## src/spectral_peak_picker_macros.svh

```systemverilog
// Assertion helpers shared by the peak picker modules.
// Each macro expects clk and rst_n in the enclosing module.
`ifndef SPECTRAL_PEAK_PICKER_MACROS_SVH
`define SPECTRAL_PEAK_PICKER_MACROS_SVH

// A condition that holds on every clock edge out of reset.
`define SPP_ASSERT_ALWAYS(lbl, cond, msg) \
  lbl: assert property (@(posedge clk) disable iff (!rst_n) (cond)) else $error(msg);

// A consequence that holds in the same cycle as its trigger.
`define SPP_ASSERT_NOW(lbl, ante, cons, msg) \
  lbl: assert property (@(posedge clk) disable iff (!rst_n) (ante) |-> (cons)) else $error(msg);

// A consequence that holds in the cycle after its trigger.
`define SPP_ASSERT_NEXT(lbl, ante, cons, msg) \
  lbl: assert property (@(posedge clk) disable iff (!rst_n) (ante) |=> (cons)) else $error(msg);

`endif

```

## src/spp_pkg.sv

```systemverilog
package spp_pkg;

  // Field and datapath widths.
  localparam int SAMPLE_BITS = 16;
  localparam int MAX_BINS    = 4096;
  localparam int FRAC_BITS   = 8;
  localparam int CNT_BITS    = $clog2(MAX_BINS) + 1;
  localparam int IDX_BITS    = $clog2(MAX_BINS);
  localparam int DIFF_BITS   = SAMPLE_BITS + 1;
  localparam int POS_BITS    = 20;
  localparam int AMP_BITS    = 25;
  localparam logic [POS_BITS-1:0] POS_MAX = '1;

  // Event queue between front and back end.
  localparam int QUEUE_DEPTH = 4;
  localparam int QPTR_BITS   = $clog2(QUEUE_DEPTH);
  localparam int QCNT_BITS   = QPTR_BITS + 1;

  // Shared restoring divider. The offset quotient is at most one half bin,
  // the height correction stays below 32 times the largest sample.
  localparam int XQ_STEPS      = FRAC_BITS + 1;
  localparam int EXTRA_STEPS   = SAMPLE_BITS + FRAC_BITS - 2;
  localparam int DIV_NUM_BITS  = 2 * SAMPLE_BITS + FRAC_BITS + 1;
  localparam int DIV_QUO_BITS  = EXTRA_STEPS;
  localparam int DIV_STEP_BITS = $clog2(EXTRA_STEPS + 1);

  // One event handed from the front end to the back end.
  typedef struct packed {
    logic                   has_peak;
    logic                   is_end;
    logic                   rising;
    logic [SAMPLE_BITS-1:0] abs_diff;
    logic [DIFF_BITS-1:0]   curv;
    logic [IDX_BITS-1:0]    idx;
    logic [SAMPLE_BITS-1:0] centre;
    logic [SAMPLE_BITS-1:0] min_peak;
    logic [SAMPLE_BITS-1:0] min_end;
  } cmd_t;

  // Back end sequencer.
  typedef enum logic [2:0] {
    BK_IDLE,
    BK_FLUSH,
    BK_SQUARE,
    BK_DIV_X,
    BK_DIV_H,
    BK_LAST
  } back_state_t;

endpackage

```

## src/spp_if.sv

```systemverilog
// Input channel: one magnitude bin per transfer.
interface spp_in_if;
  logic                            valid;
  logic                            ready;
  logic [spp_pkg::SAMPLE_BITS-1:0] magnitude;
  logic                            frame_end;

  modport source (output valid, output magnitude, output frame_end, input ready);
  modport sink   (input valid, input magnitude, input frame_end, output ready);
endinterface

// Result channel: one refined peak or end marker per transfer.
interface spp_out_if;
  logic                         valid;
  logic                         ready;
  logic                         peak_valid;
  logic [spp_pkg::POS_BITS-1:0] position;
  logic [spp_pkg::AMP_BITS-1:0] amplitude;
  logic                         last_peak;

  modport source (output valid, output peak_valid, output position, output amplitude,
                  output last_peak, input ready);
  modport sink   (input valid, input peak_valid, input position, input amplitude,
                  input last_peak, output ready);
endinterface

```

## src/spp_div.sv

```systemverilog
`include "spectral_peak_picker_macros.svh"

module spp_div (
  input  logic                                clk,
  input  logic                                rst_n,
  input  logic                                start,
  input  logic [spp_pkg::DIV_NUM_BITS-1:0]    num,
  input  logic [spp_pkg::DIV_NUM_BITS-1:0]    den_sh,
  input  logic [spp_pkg::DIV_STEP_BITS-1:0]   steps,
  output logic                                busy,
  output logic                                done,
  output logic [spp_pkg::DIV_QUO_BITS-1:0]    quo
);

  logic                               busy_r, busy_nxt;
  logic                               done_r, done_nxt;
  logic [spp_pkg::DIV_STEP_BITS-1:0]  cnt_r, cnt_nxt;
  logic [spp_pkg::DIV_NUM_BITS-1:0]   rem_r, rem_nxt;
  logic [spp_pkg::DIV_NUM_BITS-1:0]   dsh_r, dsh_nxt;
  logic [spp_pkg::DIV_QUO_BITS-1:0]   q_r, q_nxt;
  logic                               fits;

  // One quotient bit per cycle, most significant first; the divisor
  // arrives pre-aligned to the top quotient bit and walks down.
  assign fits = (rem_r >= dsh_r);

  always_comb begin
    busy_nxt = busy_r;
    done_nxt = 1'b0;
    cnt_nxt  = cnt_r;
    rem_nxt  = rem_r;
    dsh_nxt  = dsh_r;
    q_nxt    = q_r;
    if (start) begin
      busy_nxt = 1'b1;
      cnt_nxt  = steps - spp_pkg::DIV_STEP_BITS'(1);
      rem_nxt  = num;
      dsh_nxt  = den_sh;
      q_nxt    = '0;
    end else if (busy_r) begin
      rem_nxt = fits ? (rem_r - dsh_r) : rem_r;
      q_nxt   = {q_r[spp_pkg::DIV_QUO_BITS-2:0], fits};
      dsh_nxt = dsh_r >> 1;
      if (cnt_r == '0) begin
        busy_nxt = 1'b0;
        done_nxt = 1'b1;
      end else begin
        cnt_nxt = cnt_r - spp_pkg::DIV_STEP_BITS'(1);
      end
    end
  end

  // Control state.
  always_ff @(posedge clk) begin
    if (!rst_n) begin
      busy_r <= 1'b0;
      done_r <= 1'b0;
    end else begin
      busy_r <= busy_nxt;
      done_r <= done_nxt;
    end
  end

  // Datapath.
  always_ff @(posedge clk) begin
    cnt_r <= cnt_nxt;
    rem_r <= rem_nxt;
    dsh_r <= dsh_nxt;
    q_r   <= q_nxt;
  end

  assign busy = busy_r;
  assign done = done_r;
  assign quo  = q_r;

  `SPP_ASSERT_NEXT(a_div_start_busy, start, busy_r, "divider did not start")
  `SPP_ASSERT_NOW(a_div_done_idle, done_r, !busy_r, "divider done while still busy")

endmodule

```

## src/spp_fifo.sv

```systemverilog
`include "spectral_peak_picker_macros.svh"

module spp_fifo (
  input  logic          clk,
  input  logic          rst_n,
  input  logic          push,
  input  spp_pkg::cmd_t push_cmd,
  output logic          full,
  input  logic          pop,
  output logic          avail,
  output spp_pkg::cmd_t head_cmd
);

  spp_pkg::cmd_t                  ent_r [spp_pkg::QUEUE_DEPTH];
  logic [spp_pkg::QPTR_BITS-1:0]  wr_r, wr_nxt;
  logic [spp_pkg::QPTR_BITS-1:0]  rd_r, rd_nxt;
  logic [spp_pkg::QCNT_BITS-1:0]  cnt_r, cnt_nxt;

  assign full     = (cnt_r == spp_pkg::QCNT_BITS'(spp_pkg::QUEUE_DEPTH));
  assign avail    = (cnt_r != '0);
  assign head_cmd = ent_r[rd_r];

  // Pointer and occupancy bookkeeping.
  always_comb begin
    wr_nxt  = push ? wr_r + spp_pkg::QPTR_BITS'(1) : wr_r;
    rd_nxt  = pop ? rd_r + spp_pkg::QPTR_BITS'(1) : rd_r;
    cnt_nxt = cnt_r;
    if (push && !pop) begin
      cnt_nxt = cnt_r + spp_pkg::QCNT_BITS'(1);
    end else if (pop && !push) begin
      cnt_nxt = cnt_r - spp_pkg::QCNT_BITS'(1);
    end
  end

  always_ff @(posedge clk) begin
    if (!rst_n) begin
      wr_r  <= '0;
      rd_r  <= '0;
      cnt_r <= '0;
    end else begin
      wr_r  <= wr_nxt;
      rd_r  <= rd_nxt;
      cnt_r <= cnt_nxt;
    end
  end

  // Entry storage.
  always_ff @(posedge clk) begin
    if (push) begin
      ent_r[wr_r] <= push_cmd;
    end
  end

  `SPP_ASSERT_ALWAYS(a_fifo_bound, cnt_r <= spp_pkg::QCNT_BITS'(spp_pkg::QUEUE_DEPTH), "queue over depth")
  `SPP_ASSERT_NOW(a_fifo_no_overrun, push, !full || pop, "push into a full queue")
  `SPP_ASSERT_NOW(a_fifo_no_underrun, pop, avail, "pop from an empty queue")

endmodule

```

## src/spp_front.sv

```systemverilog
module spp_front (
  input  logic           clk,
  input  logic           rst_n,
  spp_in_if.sink         in_chan,
  input  logic           q_full,
  output logic           push,
  output spp_pkg::cmd_t  push_cmd
);

  logic [spp_pkg::SAMPLE_BITS-1:0] older_r, older_nxt;
  logic [spp_pkg::SAMPLE_BITS-1:0] newer_r, newer_nxt;
  logic [spp_pkg::CNT_BITS-1:0]    bins_r, bins_nxt;
  logic [spp_pkg::SAMPLE_BITS-1:0] run_min_r, run_min_nxt;
  logic                            seen_r, seen_nxt;

  logic                            accept;
  logic [spp_pkg::SAMPLE_BITS-1:0] cur;
  logic                            is_peak;
  logic [spp_pkg::SAMPLE_BITS-1:0] min_mid;
  logic                            seen_mid;
  logic [spp_pkg::SAMPLE_BITS-1:0] min_end;
  logic [spp_pkg::DIFF_BITS:0]     curv_full;
  logic [spp_pkg::CNT_BITS-1:0]    idx_full;

  assign in_chan.ready = !q_full;
  assign accept        = in_chan.valid && !q_full;
  assign cur           = in_chan.magnitude;

  // The middle bin of the window is a peak when it beats both neighbors.
  assign is_peak = (bins_r >= spp_pkg::CNT_BITS'(2)) && (newer_r > older_r) && (newer_r > cur);

  // Minimum tracking: a non-peak middle bin joins the minimum, a peak restarts it.
  always_comb begin
    min_mid  = run_min_r;
    seen_mid = seen_r;
    if (is_peak) begin
      min_mid  = '0;
      seen_mid = 1'b0;
    end else if (bins_r != '0) begin
      min_mid  = (!seen_r || newer_r < run_min_r) ? newer_r : run_min_r;
      seen_mid = 1'b1;
    end
    min_end = (!seen_mid || cur < min_mid) ? cur : min_mid;
  end

  // Curvature and slope terms for the parabola fit.
  assign curv_full = {1'b0, newer_r, 1'b0} - {2'b00, older_r} - {2'b00, cur};
  assign idx_full  = bins_r - spp_pkg::CNT_BITS'(1);

  always_comb begin
    push_cmd.has_peak = is_peak;
    push_cmd.is_end   = in_chan.frame_end;
    push_cmd.rising   = (cur >= older_r);
    push_cmd.abs_diff = (cur >= older_r) ? (cur - older_r) : (older_r - cur);
    push_cmd.curv     = curv_full[spp_pkg::DIFF_BITS-1:0];
    push_cmd.idx      = idx_full[spp_pkg::IDX_BITS-1:0];
    push_cmd.centre   = newer_r;
    push_cmd.min_peak = run_min_r;
    push_cmd.min_end  = min_end;
  end

  assign push = accept && (is_peak || in_chan.frame_end);

  // Window and frame state; the frame end puts everything back to reset.
  always_comb begin
    older_nxt   = older_r;
    newer_nxt   = newer_r;
    bins_nxt    = bins_r;
    run_min_nxt = run_min_r;
    seen_nxt    = seen_r;
    if (accept) begin
      if (in_chan.frame_end) begin
        older_nxt   = '0;
        newer_nxt   = '0;
        bins_nxt    = '0;
        run_min_nxt = '0;
        seen_nxt    = 1'b0;
      end else begin
        older_nxt   = newer_r;
        newer_nxt   = cur;
        run_min_nxt = min_mid;
        seen_nxt    = seen_mid;
        if (bins_r < spp_pkg::CNT_BITS'(spp_pkg::MAX_BINS)) begin
          bins_nxt = bins_r + spp_pkg::CNT_BITS'(1);
        end
      end
    end
  end

  always_ff @(posedge clk) begin
    if (!rst_n) begin
      older_r   <= '0;
      newer_r   <= '0;
      bins_r    <= '0;
      run_min_r <= '0;
      seen_r    <= 1'b0;
    end else begin
      older_r   <= older_nxt;
      newer_r   <= newer_nxt;
      bins_r    <= bins_nxt;
      run_min_r <= run_min_nxt;
      seen_r    <= seen_nxt;
    end
  end

endmodule

```

## src/spp_back.sv

```systemverilog
`include "spectral_peak_picker_macros.svh"

module spp_back (
  input  logic          clk,
  input  logic          rst_n,
  input  logic          q_avail,
  input  spp_pkg::cmd_t q_cmd,
  output logic          q_pop,
  spp_out_if.source     out_chan
);

  spp_pkg::back_state_t               state_r, state_nxt;
  spp_pkg::cmd_t                      cmd_r;
  logic [2*spp_pkg::SAMPLE_BITS-1:0]  sq_r;
  logic [spp_pkg::XQ_STEPS-1:0]       xq_r;

  logic                               pend_valid_r, pend_valid_nxt;
  logic [spp_pkg::POS_BITS-1:0]       pend_pos_r;
  logic [spp_pkg::AMP_BITS-1:0]       pend_amp_r;
  logic [spp_pkg::SAMPLE_BITS-1:0]    mb_pend_r;

  logic                               out_valid_r;
  logic                               out_peak_r;
  logic [spp_pkg::POS_BITS-1:0]       out_pos_r;
  logic [spp_pkg::AMP_BITS-1:0]       out_amp_r;
  logic                               out_last_r;

  logic                               out_free;
  logic                               emit, emit_last;
  logic                               ld_xq, ld_peak;
  logic                               div_start, div_busy, div_done;
  logic                               sel_extra;
  logic [spp_pkg::DIV_NUM_BITS-1:0]   div_num, div_den;
  logic [spp_pkg::DIV_STEP_BITS-1:0]  div_steps;
  logic [spp_pkg::DIV_QUO_BITS-1:0]   div_quo;

  logic [spp_pkg::SAMPLE_BITS-1:0]    min_sel;
  logic [spp_pkg::SAMPLE_BITS:0]      min_sum;
  logic [spp_pkg::AMP_BITS-1:0]       amp_sub;
  logic [spp_pkg::AMP_BITS-1:0]       amp_red;
  logic [spp_pkg::POS_BITS-1:0]       base;
  logic [spp_pkg::POS_BITS:0]         pos_up;
  logic [spp_pkg::POS_BITS-1:0]       xq_ext;
  logic [spp_pkg::POS_BITS-1:0]       pos_new;
  logic [spp_pkg::AMP_BITS-1:0]       amp_new;

  assign out_free = !out_valid_r || out_chan.ready;

  // Sequencer next state.
  always_comb begin
    state_nxt = state_r;
    unique case (state_r)
      spp_pkg::BK_IDLE: begin
        if (q_avail) state_nxt = spp_pkg::BK_FLUSH;
      end
      spp_pkg::BK_FLUSH: begin
        if (!cmd_r.has_peak) begin
          state_nxt = spp_pkg::BK_LAST;
        end else if (!pend_valid_r || out_free) begin
          state_nxt = spp_pkg::BK_SQUARE;
        end
      end
      spp_pkg::BK_SQUARE: state_nxt = spp_pkg::BK_DIV_X;
      spp_pkg::BK_DIV_X: begin
        if (div_done) state_nxt = spp_pkg::BK_DIV_H;
      end
      spp_pkg::BK_DIV_H: begin
        if (div_done) state_nxt = cmd_r.is_end ? spp_pkg::BK_LAST : spp_pkg::BK_IDLE;
      end
      spp_pkg::BK_LAST: begin
        if (out_free) state_nxt = spp_pkg::BK_IDLE;
      end
      default: state_nxt = spp_pkg::BK_IDLE;
    endcase
  end

  // Sequencer outputs.
  always_comb begin
    q_pop     = 1'b0;
    emit      = 1'b0;
    emit_last = 1'b0;
    ld_xq     = 1'b0;
    ld_peak   = 1'b0;
    div_start = 1'b0;
    sel_extra = 1'b0;
    min_sel   = cmd_r.min_peak;
    unique case (state_r)
      spp_pkg::BK_IDLE:   q_pop = q_avail;
      spp_pkg::BK_FLUSH:  emit = cmd_r.has_peak && pend_valid_r && out_free;
      spp_pkg::BK_SQUARE: div_start = 1'b1;
      spp_pkg::BK_DIV_X: begin
        sel_extra = 1'b1;
        if (div_done) begin
          ld_xq     = 1'b1;
          div_start = 1'b1;
        end
      end
      spp_pkg::BK_DIV_H:  ld_peak = div_done;
      spp_pkg::BK_LAST: begin
        emit      = out_free;
        emit_last = 1'b1;
        min_sel   = cmd_r.min_end;
      end
      default: q_pop = 1'b0;
    endcase
  end

  // Divider operands: offset is |N|/(2D), height correction is N^2/(8D),
  // both with round half up and the divisor aligned to the top quotient bit.
  always_comb begin
    if (sel_extra) begin
      div_num   = spp_pkg::DIV_NUM_BITS'({sq_r, {spp_pkg::FRAC_BITS{1'b0}}})
                + spp_pkg::DIV_NUM_BITS'({cmd_r.curv, 2'b00});
      div_den   = spp_pkg::DIV_NUM_BITS'(cmd_r.curv) << (spp_pkg::EXTRA_STEPS + 2);
      div_steps = spp_pkg::DIV_STEP_BITS'(spp_pkg::EXTRA_STEPS);
    end else begin
      div_num   = spp_pkg::DIV_NUM_BITS'({cmd_r.abs_diff, {spp_pkg::FRAC_BITS{1'b0}}})
                + spp_pkg::DIV_NUM_BITS'(cmd_r.curv);
      div_den   = spp_pkg::DIV_NUM_BITS'(cmd_r.curv) << spp_pkg::XQ_STEPS;
      div_steps = spp_pkg::DIV_STEP_BITS'(spp_pkg::XQ_STEPS);
    end
  end

  spp_div u_div (
    .clk    (clk),
    .rst_n  (rst_n),
    .start  (div_start),
    .num    (div_num),
    .den_sh (div_den),
    .steps  (div_steps),
    .busy   (div_busy),
    .done   (div_done),
    .quo    (div_quo)
  );

  // Refined position and height of the new peak.
  assign base    = {cmd_r.idx, {spp_pkg::FRAC_BITS{1'b0}}};
  assign xq_ext  = spp_pkg::POS_BITS'(xq_r);
  assign pos_up  = {1'b0, base} + {1'b0, xq_ext};
  always_comb begin
    if (cmd_r.rising) begin
      pos_new = (pos_up > {1'b0, spp_pkg::POS_MAX}) ? spp_pkg::POS_MAX
                                                    : pos_up[spp_pkg::POS_BITS-1:0];
    end else begin
      pos_new = (xq_ext > base) ? '0 : (base - xq_ext);
    end
  end
  assign amp_new = spp_pkg::AMP_BITS'({cmd_r.centre, {spp_pkg::FRAC_BITS{1'b0}}})
                 + spp_pkg::AMP_BITS'(div_quo);

  // Held height less the mean of the minima on both sides, floored at zero.
  assign min_sum = {1'b0, mb_pend_r} + {1'b0, min_sel};
  assign amp_sub = spp_pkg::AMP_BITS'({min_sum, {(spp_pkg::FRAC_BITS-1){1'b0}}});
  assign amp_red = (pend_amp_r > amp_sub) ? (pend_amp_r - amp_sub) : '0;

  always_comb begin
    pend_valid_nxt = pend_valid_r;
    if (ld_peak) begin
      pend_valid_nxt = 1'b1;
    end else if (emit && emit_last) begin
      pend_valid_nxt = 1'b0;
    end
  end

  // Control state.
  always_ff @(posedge clk) begin
    if (!rst_n) begin
      state_r      <= spp_pkg::BK_IDLE;
      pend_valid_r <= 1'b0;
      out_valid_r  <= 1'b0;
    end else begin
      state_r      <= state_nxt;
      pend_valid_r <= pend_valid_nxt;
      if (emit) begin
        out_valid_r <= 1'b1;
      end else if (out_chan.ready) begin
        out_valid_r <= 1'b0;
      end
    end
  end

  // Datapath registers.
  always_ff @(posedge clk) begin
    sq_r <= cmd_r.abs_diff * cmd_r.abs_diff;
    if (q_pop) begin
      cmd_r <= q_cmd;
    end
    if (ld_xq) begin
      xq_r <= div_quo[spp_pkg::XQ_STEPS-1:0];
    end
    if (ld_peak) begin
      pend_pos_r <= pos_new;
      pend_amp_r <= amp_new;
      mb_pend_r  <= cmd_r.min_peak;
    end
    if (emit) begin
      out_peak_r <= pend_valid_r;
      out_pos_r  <= pend_valid_r ? pend_pos_r : '0;
      out_amp_r  <= pend_valid_r ? amp_red : '0;
      out_last_r <= emit_last;
    end
  end

  assign out_chan.valid      = out_valid_r;
  assign out_chan.peak_valid = out_peak_r;
  assign out_chan.position   = out_pos_r;
  assign out_chan.amplitude  = out_amp_r;
  assign out_chan.last_peak  = out_last_r;

  `SPP_ASSERT_NOW(a_back_idle_div, state_r == spp_pkg::BK_IDLE, !div_busy, "divider busy while idle")
  `SPP_ASSERT_NEXT(a_back_end_clears, emit && emit_last, !pend_valid_r, "peak held past frame end")

endmodule

```

## src/spectral_peak_picker.sv

```systemverilog
// Streaming spectral peak picker with three-point parabolic refinement.
// in_chan carries one unsigned magnitude bin per transfer, in ascending
// frequency order, with frame_end on the last bin of a frame. out_chan
// carries refined peaks: position and amplitude in 1/256 units. A peak is
// sent once the next peak is found or the frame ends; the frame end always
// yields a final transfer with last_peak set, and peak_valid clear if the
// frame had no peak.
// The front end takes one bin per cycle while the queue is not full and
// queues an event for each peak and frame end (queue of four). The back
// end refines a peak with the shared one-bit-per-cycle divider (9 offset
// bits, then 22 height bits). The bin after a peak thus stalls in_chan
// only when the queue is full. A result reaches out_chan from the output
// register and waits there until taken. While out_chan is stalled the
// back end holds, the queue fills, and then in_chan.ready drops.
// Reset (synchronous, active low) empties the queue and clears all frame
// state; the first accepted bin afterwards starts a new frame.
module spectral_peak_picker (
  input  logic       clk,
  input  logic       rst_n,
  spp_in_if.sink     in_chan,
  spp_out_if.source  out_chan
);

  logic          push, full, pop, avail;
  spp_pkg::cmd_t push_cmd, head_cmd;

  spp_front u_front (
    .clk      (clk),
    .rst_n    (rst_n),
    .in_chan  (in_chan),
    .q_full   (full),
    .push     (push),
    .push_cmd (push_cmd)
  );

  spp_fifo u_fifo (
    .clk      (clk),
    .rst_n    (rst_n),
    .push     (push),
    .push_cmd (push_cmd),
    .full     (full),
    .pop      (pop),
    .avail    (avail),
    .head_cmd (head_cmd)
  );

  spp_back u_back (
    .clk      (clk),
    .rst_n    (rst_n),
    .q_avail  (avail),
    .q_cmd    (head_cmd),
    .q_pop    (pop),
    .out_chan (out_chan)
  );

endmodule

```

## src/flat_wrapper.sv

```systemverilog
// flat-port wrapper written by rule: the top's interface ports become plain ports
module spectral_peak_picker_flat 
  (clk, rst_n, in_chan_valid, in_chan_magnitude, in_chan_frame_end, in_chan_ready, out_chan_valid, out_chan_peak_valid, out_chan_position, out_chan_amplitude, out_chan_last_peak, out_chan_ready);
  spp_in_if in_chan_i ();
  spp_out_if out_chan_i ();
  input  logic clk;
  input  logic rst_n;
  input wire logic [$bits(in_chan_i.valid)-1:0] in_chan_valid;
  input wire logic [$bits(in_chan_i.magnitude)-1:0] in_chan_magnitude;
  input wire logic [$bits(in_chan_i.frame_end)-1:0] in_chan_frame_end;
  output wire logic [$bits(in_chan_i.ready)-1:0] in_chan_ready;
  output wire logic [$bits(out_chan_i.valid)-1:0] out_chan_valid;
  output wire logic [$bits(out_chan_i.peak_valid)-1:0] out_chan_peak_valid;
  output wire logic [$bits(out_chan_i.position)-1:0] out_chan_position;
  output wire logic [$bits(out_chan_i.amplitude)-1:0] out_chan_amplitude;
  output wire logic [$bits(out_chan_i.last_peak)-1:0] out_chan_last_peak;
  input wire logic [$bits(out_chan_i.ready)-1:0] out_chan_ready;
  assign in_chan_i.valid = in_chan_valid;
  assign in_chan_i.magnitude = in_chan_magnitude;
  assign in_chan_i.frame_end = in_chan_frame_end;
  assign in_chan_ready = in_chan_i.ready;
  assign out_chan_valid = out_chan_i.valid;
  assign out_chan_peak_valid = out_chan_i.peak_valid;
  assign out_chan_position = out_chan_i.position;
  assign out_chan_amplitude = out_chan_i.amplitude;
  assign out_chan_last_peak = out_chan_i.last_peak;
  assign out_chan_i.ready = out_chan_ready;
  spectral_peak_picker u_core (.clk(clk), .rst_n(rst_n), .in_chan(in_chan_i), .out_chan(out_chan_i));
endmodule
```

## config.mk

```make
export PLATFORM = sky130hd
export DESIGN_NAME = spectral_peak_picker_flat
export DESIGN_NICKNAME = d
export VERILOG_FILES = /design/src/spp_pkg.sv /design/src/spp_if.sv /design/src/spp_div.sv /design/src/spp_fifo.sv /design/src/spp_front.sv /design/src/spp_back.sv /design/src/spectral_peak_picker.sv /design/src/flat_wrapper.sv
export VERILOG_INCLUDE_DIRS = /design/src /design/src/src
export SDC_FILE = /design/constraint.sdc
export NUM_CORES = 2
export LEC_CHECK = 0
export ABC_AREA = 0
export ABC_CLOCK_PERIOD_IN_PS = 21100
export BUFFER_PORTS_ARGS = -buffer_cell sky130_fd_sc_hd__buf_2
export CELL_PAD_IN_SITES_DETAIL_PLACEMENT = 1
export CELL_PAD_IN_SITES_GLOBAL_PLACEMENT = 2
export CORE_UTILIZATION = 48
export DETAILED_ROUTE_END_ITERATION = 8
export GPL_TIMING_DRIVEN = 0
export PLACE_DENSITY = 0.89
export RECOVER_POWER = 50
export SYNTH_ARGS = -nofsm -noshare
export SYNTH_HDL_FRONTEND = slang
export SYNTH_SLANG_ARGS = --single-unit
```

## constraint.sdc

```tcl
create_clock -name clk -period 21.1 [get_ports clk]
set_clock_uncertainty 0.1 [all_clocks]
set_input_delay 1.055 -clock clk [delete_from_list [all_inputs] [get_ports clk]]
set_output_delay 1.055 -clock clk [all_outputs]
set_load 0.005 [all_outputs]
```

# [After elaboration in Yosys (flattened, before gate mapping)]
# Memory sizes are Yosys's and may differ from the RTL's. A register that Yosys moved wholly into a read port is not among the register bits.
# Cells that the tools add are included.
[totals] reg_bits=334 ram_bits=384 in_bits=21 out_inout_bits=49 memories=1
[mem_list] name="u_core.u_fifo.ent_r" words=4 width=96 rd=1 rd_clocked_by_memory_dff=1 wr=1 line_no="spp_fifo.sv:14" rtl="spp_pkg::cmd_t ent_r [spp_pkg::QUEUE_DEPTH];"
[classes] addsub=20 mul=1 magnitude_cmp=11 n_eq_ne=12 n_mux=56 bitwise_logic=2 n_reduce_logical=37
[op_table] op="two-way mux 41 bit" n=7
[op_table] op="two-way mux 16 bit" n=9
[op_table] op="two-way mux 20 bit" n=3
[op_table] op="adder 40 x 19 -> 41 bit" n=1
[op_table] op="greater-or-equal comparator 41 bit" n=1
[op_table] op="subtractor 41 bit" n=1
[op_table] op="subtractor 17 x 16 -> 17 bit" n=2
[op_table] op="> comparator 16 bit" n=2
[op_table] op="less-than comparator 16 bit" n=2
[op_table] op="multiplier 16 x 16 -> 32 bit" n=1
[op_table] op="subtractor 16 bit" n=2
[op_table] op="two-way mux 3 bit" n=9
[op_table] op="two-way mux 13 bit" n=2
[op_table] op="adder 24 x 17 -> 25 bit" n=1
[op_table] op="adder 24 x 22 -> 25 bit" n=1
[op_table] op="> comparator 25 x 24 -> 1 bit" n=1
[op_table] op="subtractor 25 x 24 -> 25 bit" n=1
[op_table] op="adder 20 x 9 -> 21 bit" n=1
[op_table] op="> comparator 21 x 20 -> 1 bit, second input constant" n=1
[op_table] op="> comparator 9 x 20 -> 1 bit" n=1
[op_table] op="two-way mux 5 bit" n=4
[op_table] op="subtractor 20 x 9 -> 20 bit" n=1
[op_table] op="two-way mux 1 bit" n=19
[op_table] op="one-hot mux 3 bit (6 select lines)" n=1
[op_table] op="29 further kinds" n=65

# [Logic depth before layout (Yosys ltp)]
[logic_depth] word_depth=9 mapped_depth=27 mapped_depth_nobuf=25

# [Modules after synthesis]
# From an unflattened synthesis, not the netlist that was laid out.
[hier_totals] cells_unflattened=4165 area_unflattened_um2=48858.1
[modules_own_cells] module="spp_back" n_inst=1 cells_each=1936 area_each_um2=20193.1 seq_area_each_um2=7116.8
[modules_own_cells] module="spp_fifo" n_inst=1 cells_each=545 area_each_um2=14305.0 seq_area_each_um2=11711.2
[modules_own_cells] module="spp_front" n_inst=1 cells_each=940 area_each_um2=7498.4 seq_area_each_um2=1241.2
[modules_own_cells] module="spp_div" n_inst=1 cells_each=744 area_each_um2=6861.6 seq_area_each_um2=3093.0

# [Least setup slack after synthesis]
# Ideal clock, no wire load.
[synth_timing] kind="register to register" start="register u_core.u_back.state_r[1]" end="register u_core.u_fifo.cnt_r[2] (netlist bit)" setup_time_ns=0.076 arrival_time_ns=11.513 setup_slack_ns=9.412 stages_incl_launch_ff=10 period_less_slack_ns=11.688 path_cell_list="dfxtp_1 clkbuf_1 nor4_1 inv_1 ha_1 inv_1 fa_1 xor2_1 or3_1 a21boi_0"
[synth_via] elab_chain_cells=5 word_cells_on_any_way=7 classes_between="mux (2); reduce/logical (5)"
[synth_lines] item="start: declaration" line_no="spp_back.sv:12" rtl="spp_pkg::back_state_t state_r, state_nxt;"
[synth_lines] item="start signal: assignment" line_no="spp_back.sv:168" rtl="state_r <= spp_pkg::BK_IDLE;"
[synth_lines] item="start signal: assignment" line_no="spp_back.sv:172" rtl="state_r <= state_nxt;"
[synth_lines] item="zero test 3 bit *" line_no="spp_back.sv:87" rtl="unique case (state_r)"
[synth_lines] item="two-way mux 1 bit *" line_no="spp_back.sv:87"
[synth_lines] item="net u_core.pop" line_no="spectral_peak_picker.sv:24" rtl="logic push, full, pop, avail;"
[synth_lines] item="zero test 1 bit" line_no="spp_fifo.sv:28" rtl="if (push && !pop) begin"
[synth_lines] item="logical AND 1 bit" line_no="spp_fifo.sv:28"
[synth_lines] item="two-way mux 3 bit / nonzero test 2 bit (equally long branches)"
[synth_lines] item="end signal: assignment" line_no="spp_fifo.sv:43" rtl="cnt_r <= cnt_nxt;"
[synth_lines] item="end: declaration" line_no="spp_fifo.sv:17" rtl="logic [spp_pkg::QCNT_BITS-1:0] cnt_r, cnt_nxt;"
# Mark *: on every way through the listed nets, which the timed path passes. The rest lies on a longest branch.
# A chain may end at the register's enable or synchronous reset.

# [Worst setup path after layout]
[layout_timing] start="register u_core.u_back.cmd_r[86] (netlist name)" end="register u_core.u_back.sq_r[31] (netlist bit)"
[layout_via] elab_chain_cells=1
[layout_lines] item="multiplier 16 x 16 -> 32 bit" line_no="spp_back.sv:184" rtl="sq_r <= cmd_r.abs_diff * cmd_r.abs_diff;"
[layout_lines] item="end signal: assignment" line_no="spp_back.sv:184"
[layout_lines] item="end: declaration" line_no="spp_back.sv:14" rtl="logic [2*spp_pkg::SAMPLE_BITS-1:0] sq_r;"
# Every way passes these cells.

==> results.json <==
{
  "status": "finished with violations",
  "violations": "capacitance limit, slew limit",
  "placedCellCount": 5316,
  "tightest_slew_ns": 1.76,
  "netlist.area_leader.share": 0.434,
  "firstDrtPassIters": 5,
  "synth_area_leaders": "edfxtp_1 43%, ha_1 9.2%, fa_1 7.9%",
  "ant_nets": 0,
  "clk_pin_slew_ns": 0.06,
  "totalWireLength_um": 132000,
  "ys_seq_area_frac": 0.489,
  "max_freq_ghz": 0.123,
  "clock_path_buffers": 3,
  "grt_max_degree": 56,
  "start_kind": "register",
  "period_minus_slack_ns": 8.16,
  "grt_pass1_wl_um": 203000,
  "die_h_um": 316,
  "clock_sinks": 813,
  "synth_cell_types": 78,
  "post-route-drc-count": 0,
  "post_drt_wl_per_cell_um": 24.0,
  "drtIter0Drc": 2493,
  "dr_wl_met2_um": 61900,
  "ctsRootBufferMaster": "clkbuf_16",
  "io_pins": 70,
  "synth_warnings": 0,
  "viasPerCell": 5.79,
  "cts.htree.levels": 3,
  "start_util": 0.487,
  "dieArea_mm2": 0.0998,
  "cp_max_fo": 10,
  "critPathCaptureType": "register",
  "drive_gt1_frac": 0.0809,
  "setup_viol": 0,
  "area_growth_pct": 10.9,
  "wl_met1_um": 59400,
  "via_count": 31723,
  "dpl.hpwl_um": 98200,
  "synth_edf_count": 684,
  "grt_pass1_vias": 33995,
  "slew_headroom": -0.181,
  "syn_inst": 3939,
  "syn_area_mm2": 0.0473,
  "ys_ff_latch": 813,
  "cts_setup_buffers": 0,
  "finalCritPeriodShare": 0.387,
  "insertion_delay_ns": 0.67,
  "synth_top_area_cell": "edfxtp_1",
  "num_rows": 114,
  "hold_viol_final": 0,
  "routed.top_layer": "met4",
  "cts_tree": "done",
  "grt_use_total": 0.268,
  "avgSynthCellArea_um2": 12.0,
  "drv_slew": 18,
  "core_area_mm2": 0.0971,
  "cts_buffers": 87,
  "antenna_found_initial": 3,
  "rsz0062_at_grt": "false",
  "fin_tns_setup_ns": 0,
  "gp_congestion": 0.897,
  "cts_hold_buf": 0,
  "critPathRequiredTime_ns": 21.55,
  "fin_cells": 5481,
  "path_class": "register to register",
  "arrival_ns": 8.61,
  "synthFlopType": "edfxtp_1",
  "synthesis.nets": 4495,
  "die_w_um": 316,
  "nNetsFinal": 4685,
  "grt_overflow_total": 0,
  "cts.repair.resized": 0,
  "hold_class": "register to register",
  "async_flop_share": 0,
  "maxCapViolCount": 2,
  "met3_length_um": 7260,
  "port_buffers": 69
}
-- layout make-up --
cell class | instances | area (µm²)
fill | 10063 | 44700
sequential | 813 | 23100
multi-input combinational | 2544 | 22000
clock buffer | 109 | 2350
inverter | 450 | 1690
tap | 1276 | 1600
clock inverter | 53 | 622
timing repair buffer | 101 | 544
buffer | 132 | 523
antenna | 3 | 7.51
-- cells by family (layout without fill, tap and decap cells) --
| group | Yosys count | after routing | synth area share |
|---|---|---|---|
| xor gates and xnor gates | 210 | 210 | 0.0389 |
| DFF | 813 | 813 | 0.489 |
| buffers and inverters | 582 | 845 | 0.0468 |
| adders and majority gates | 535 | 535 | 0.171 |
| other | 0 | 3 | 0 |
| AOI/OAI and AO/OA | 722 | 722 | 0.0970 |
| muxes | 180 | 180 | 0.0645 |
| and+or+nand+nor | 897 | 897 | 0.0930 |
-- worst max-delay path, cell delays in order, from the launching register on --
cell and delay, ns:
edfxtp_1 0.52, clkbuf_1 0.69, clkbuf_1 0.58, nand2_1 0.16, fa_1 0.59, fa_1 0.56
inv_1 0.05, fa_1 0.52, fa_1 0.46, fa_1 0.58, inv_1 0.07, fa_1 0.55
inv_1 0.05, ha_1 0.35, nand2_1 0.09, nor2_1 0.04, a211oi_1 0.40, a31oi_1 0.30
a211oi_1 0.43, o31ai_1 0.14, a21oi_1 0.37, o21ai_0 0.19, xnor2_1 0.26
-- per-layer routing --
layer,track usage,vias to the layer above
li1,-,14464
met1,0.379,16157
met2,0.438,923
met3,0.0342,179
met4,0.0677,0
met5,0,-
-- registers in the layout (all words and copies together) (netlist names), 5 cells and up --
signal                            flops
u_core.u_back.out_chan.amplitude     25
u_core.u_back.u_div.dsh_r            41
u_core.u_back.u_div.rem_r            41
u_core.u_back.u_div.cnt_r             5
u_core.u_back.sq_r                   31
u_core.u_front.bins_r                13
u_core.u_front.run_min_r             16
u_core.u_back.pend_pos_r             20
u_core.u_back.pend_amp_r             25
u_core.u_back.u_div.quo              22
u_core.u_back.xq_r                    9
u_core.u_back.cmd_r                  84
u_core.u_front.older_r               16
u_core.u_back.mb_pend_r              16
u_core.u_back.base                   12
u_core.u_back.out_chan.position      20
u_core.u_fifo.ent_r                 384
u_core.u_front.newer_r               16
-- Yosys cell counts (5+ instances only) --
master and instances:
edfxtp_1 684, inv_1 447, ha_1 348, nor2_1 235, nand2_1 224, a21oi_1 203
fa_1 187, o21ai_0 157, xnor2_1 148, dfxtp_1 129, clkbuf_1 110, mux4_2 96
a21o_1 85, and2_1 84, nor2b_1 69, nor3_1 64, xor2_1 62, mux2i_1 50
nand3_1 43, a31oi_1 38, and3_1 38, a211oi_1 34, nand4_1 33, or3_1 31
mux2_2 29, o21bai_1 25, nand2b_1 23, o22ai_1 23, o21a_1 22, o211ai_1 20
nor4_1 18, a22o_1 16, o31ai_1 16, a21boi_0 14, buf_1 14, nor3b_1 9
or2_2 8, a31o_2 6, a2111oi_0 5, a41oi_1 5, o221ai_1 5, o31a_1 5
o41ai_1 5
-- final timing paths --
check / startpoint / slack [ns] / end / cells past startpoint
worst min register to register: u_core.u_back.cmd_r[25] / 0.35 / u_core.u_back.mb_pend_r[9] / 0
worst max-delay path: u_core.u_back.cmd_r[86] / 12.94 / u_core.u_back.sq_r[31] / 22
worst min-delay path: u_core.u_back.cmd_r[25] / 0.35 / u_core.u_back.mb_pend_r[9] / 0
worst max register to register: u_core.u_back.cmd_r[86] / 12.94 / u_core.u_back.sq_r[31] / 22
-- per-stage QoR --
step	hold WS (ns)	setup slack, ns	utilization	instance area, µm²
floorplan	0.320	9.41	-	47300
global placement	0.323	3.41	0.507	49300
detailed placement	0.333	13.08	0.511	49700
CTS	0.355	12.97	0.542	52600
global route	0.360	12.69	0.540	52400
finish	0.354	12.94	0.540	52500
-- layout by cell type, fill, tap and decap left out, types with 31 or more instances in the layout --
cell	Yosys	layout
nor3_1	64	64
xor2_1	62	62
and3_1	38	38
a31oi_1	38	38
dfxtp_1	129	129
ha_1	348	348
or3_1	31	31
and2_1	84	58
a21o_1	85	85
a211oi_1	34	34
mux4_2	96	96
nor2_1	235	234
nand2_1	224	224
nor2b_1	69	69
edfxtp_1	684	684
nand4_1	33	33
clkbuf_16	0	90
inv_1	447	447
nand3_1	43	43
buf_2	4	37
o21ai_0	157	157
mux2i_1	50	50
a21oi_1	203	203
xnor2_1	148	148
fa_1	187	187
clkbuf_1	110	195
Power is not shown: default switching activity piles up to over one toggle a cycle in this logic, so the estimate is an artifact.
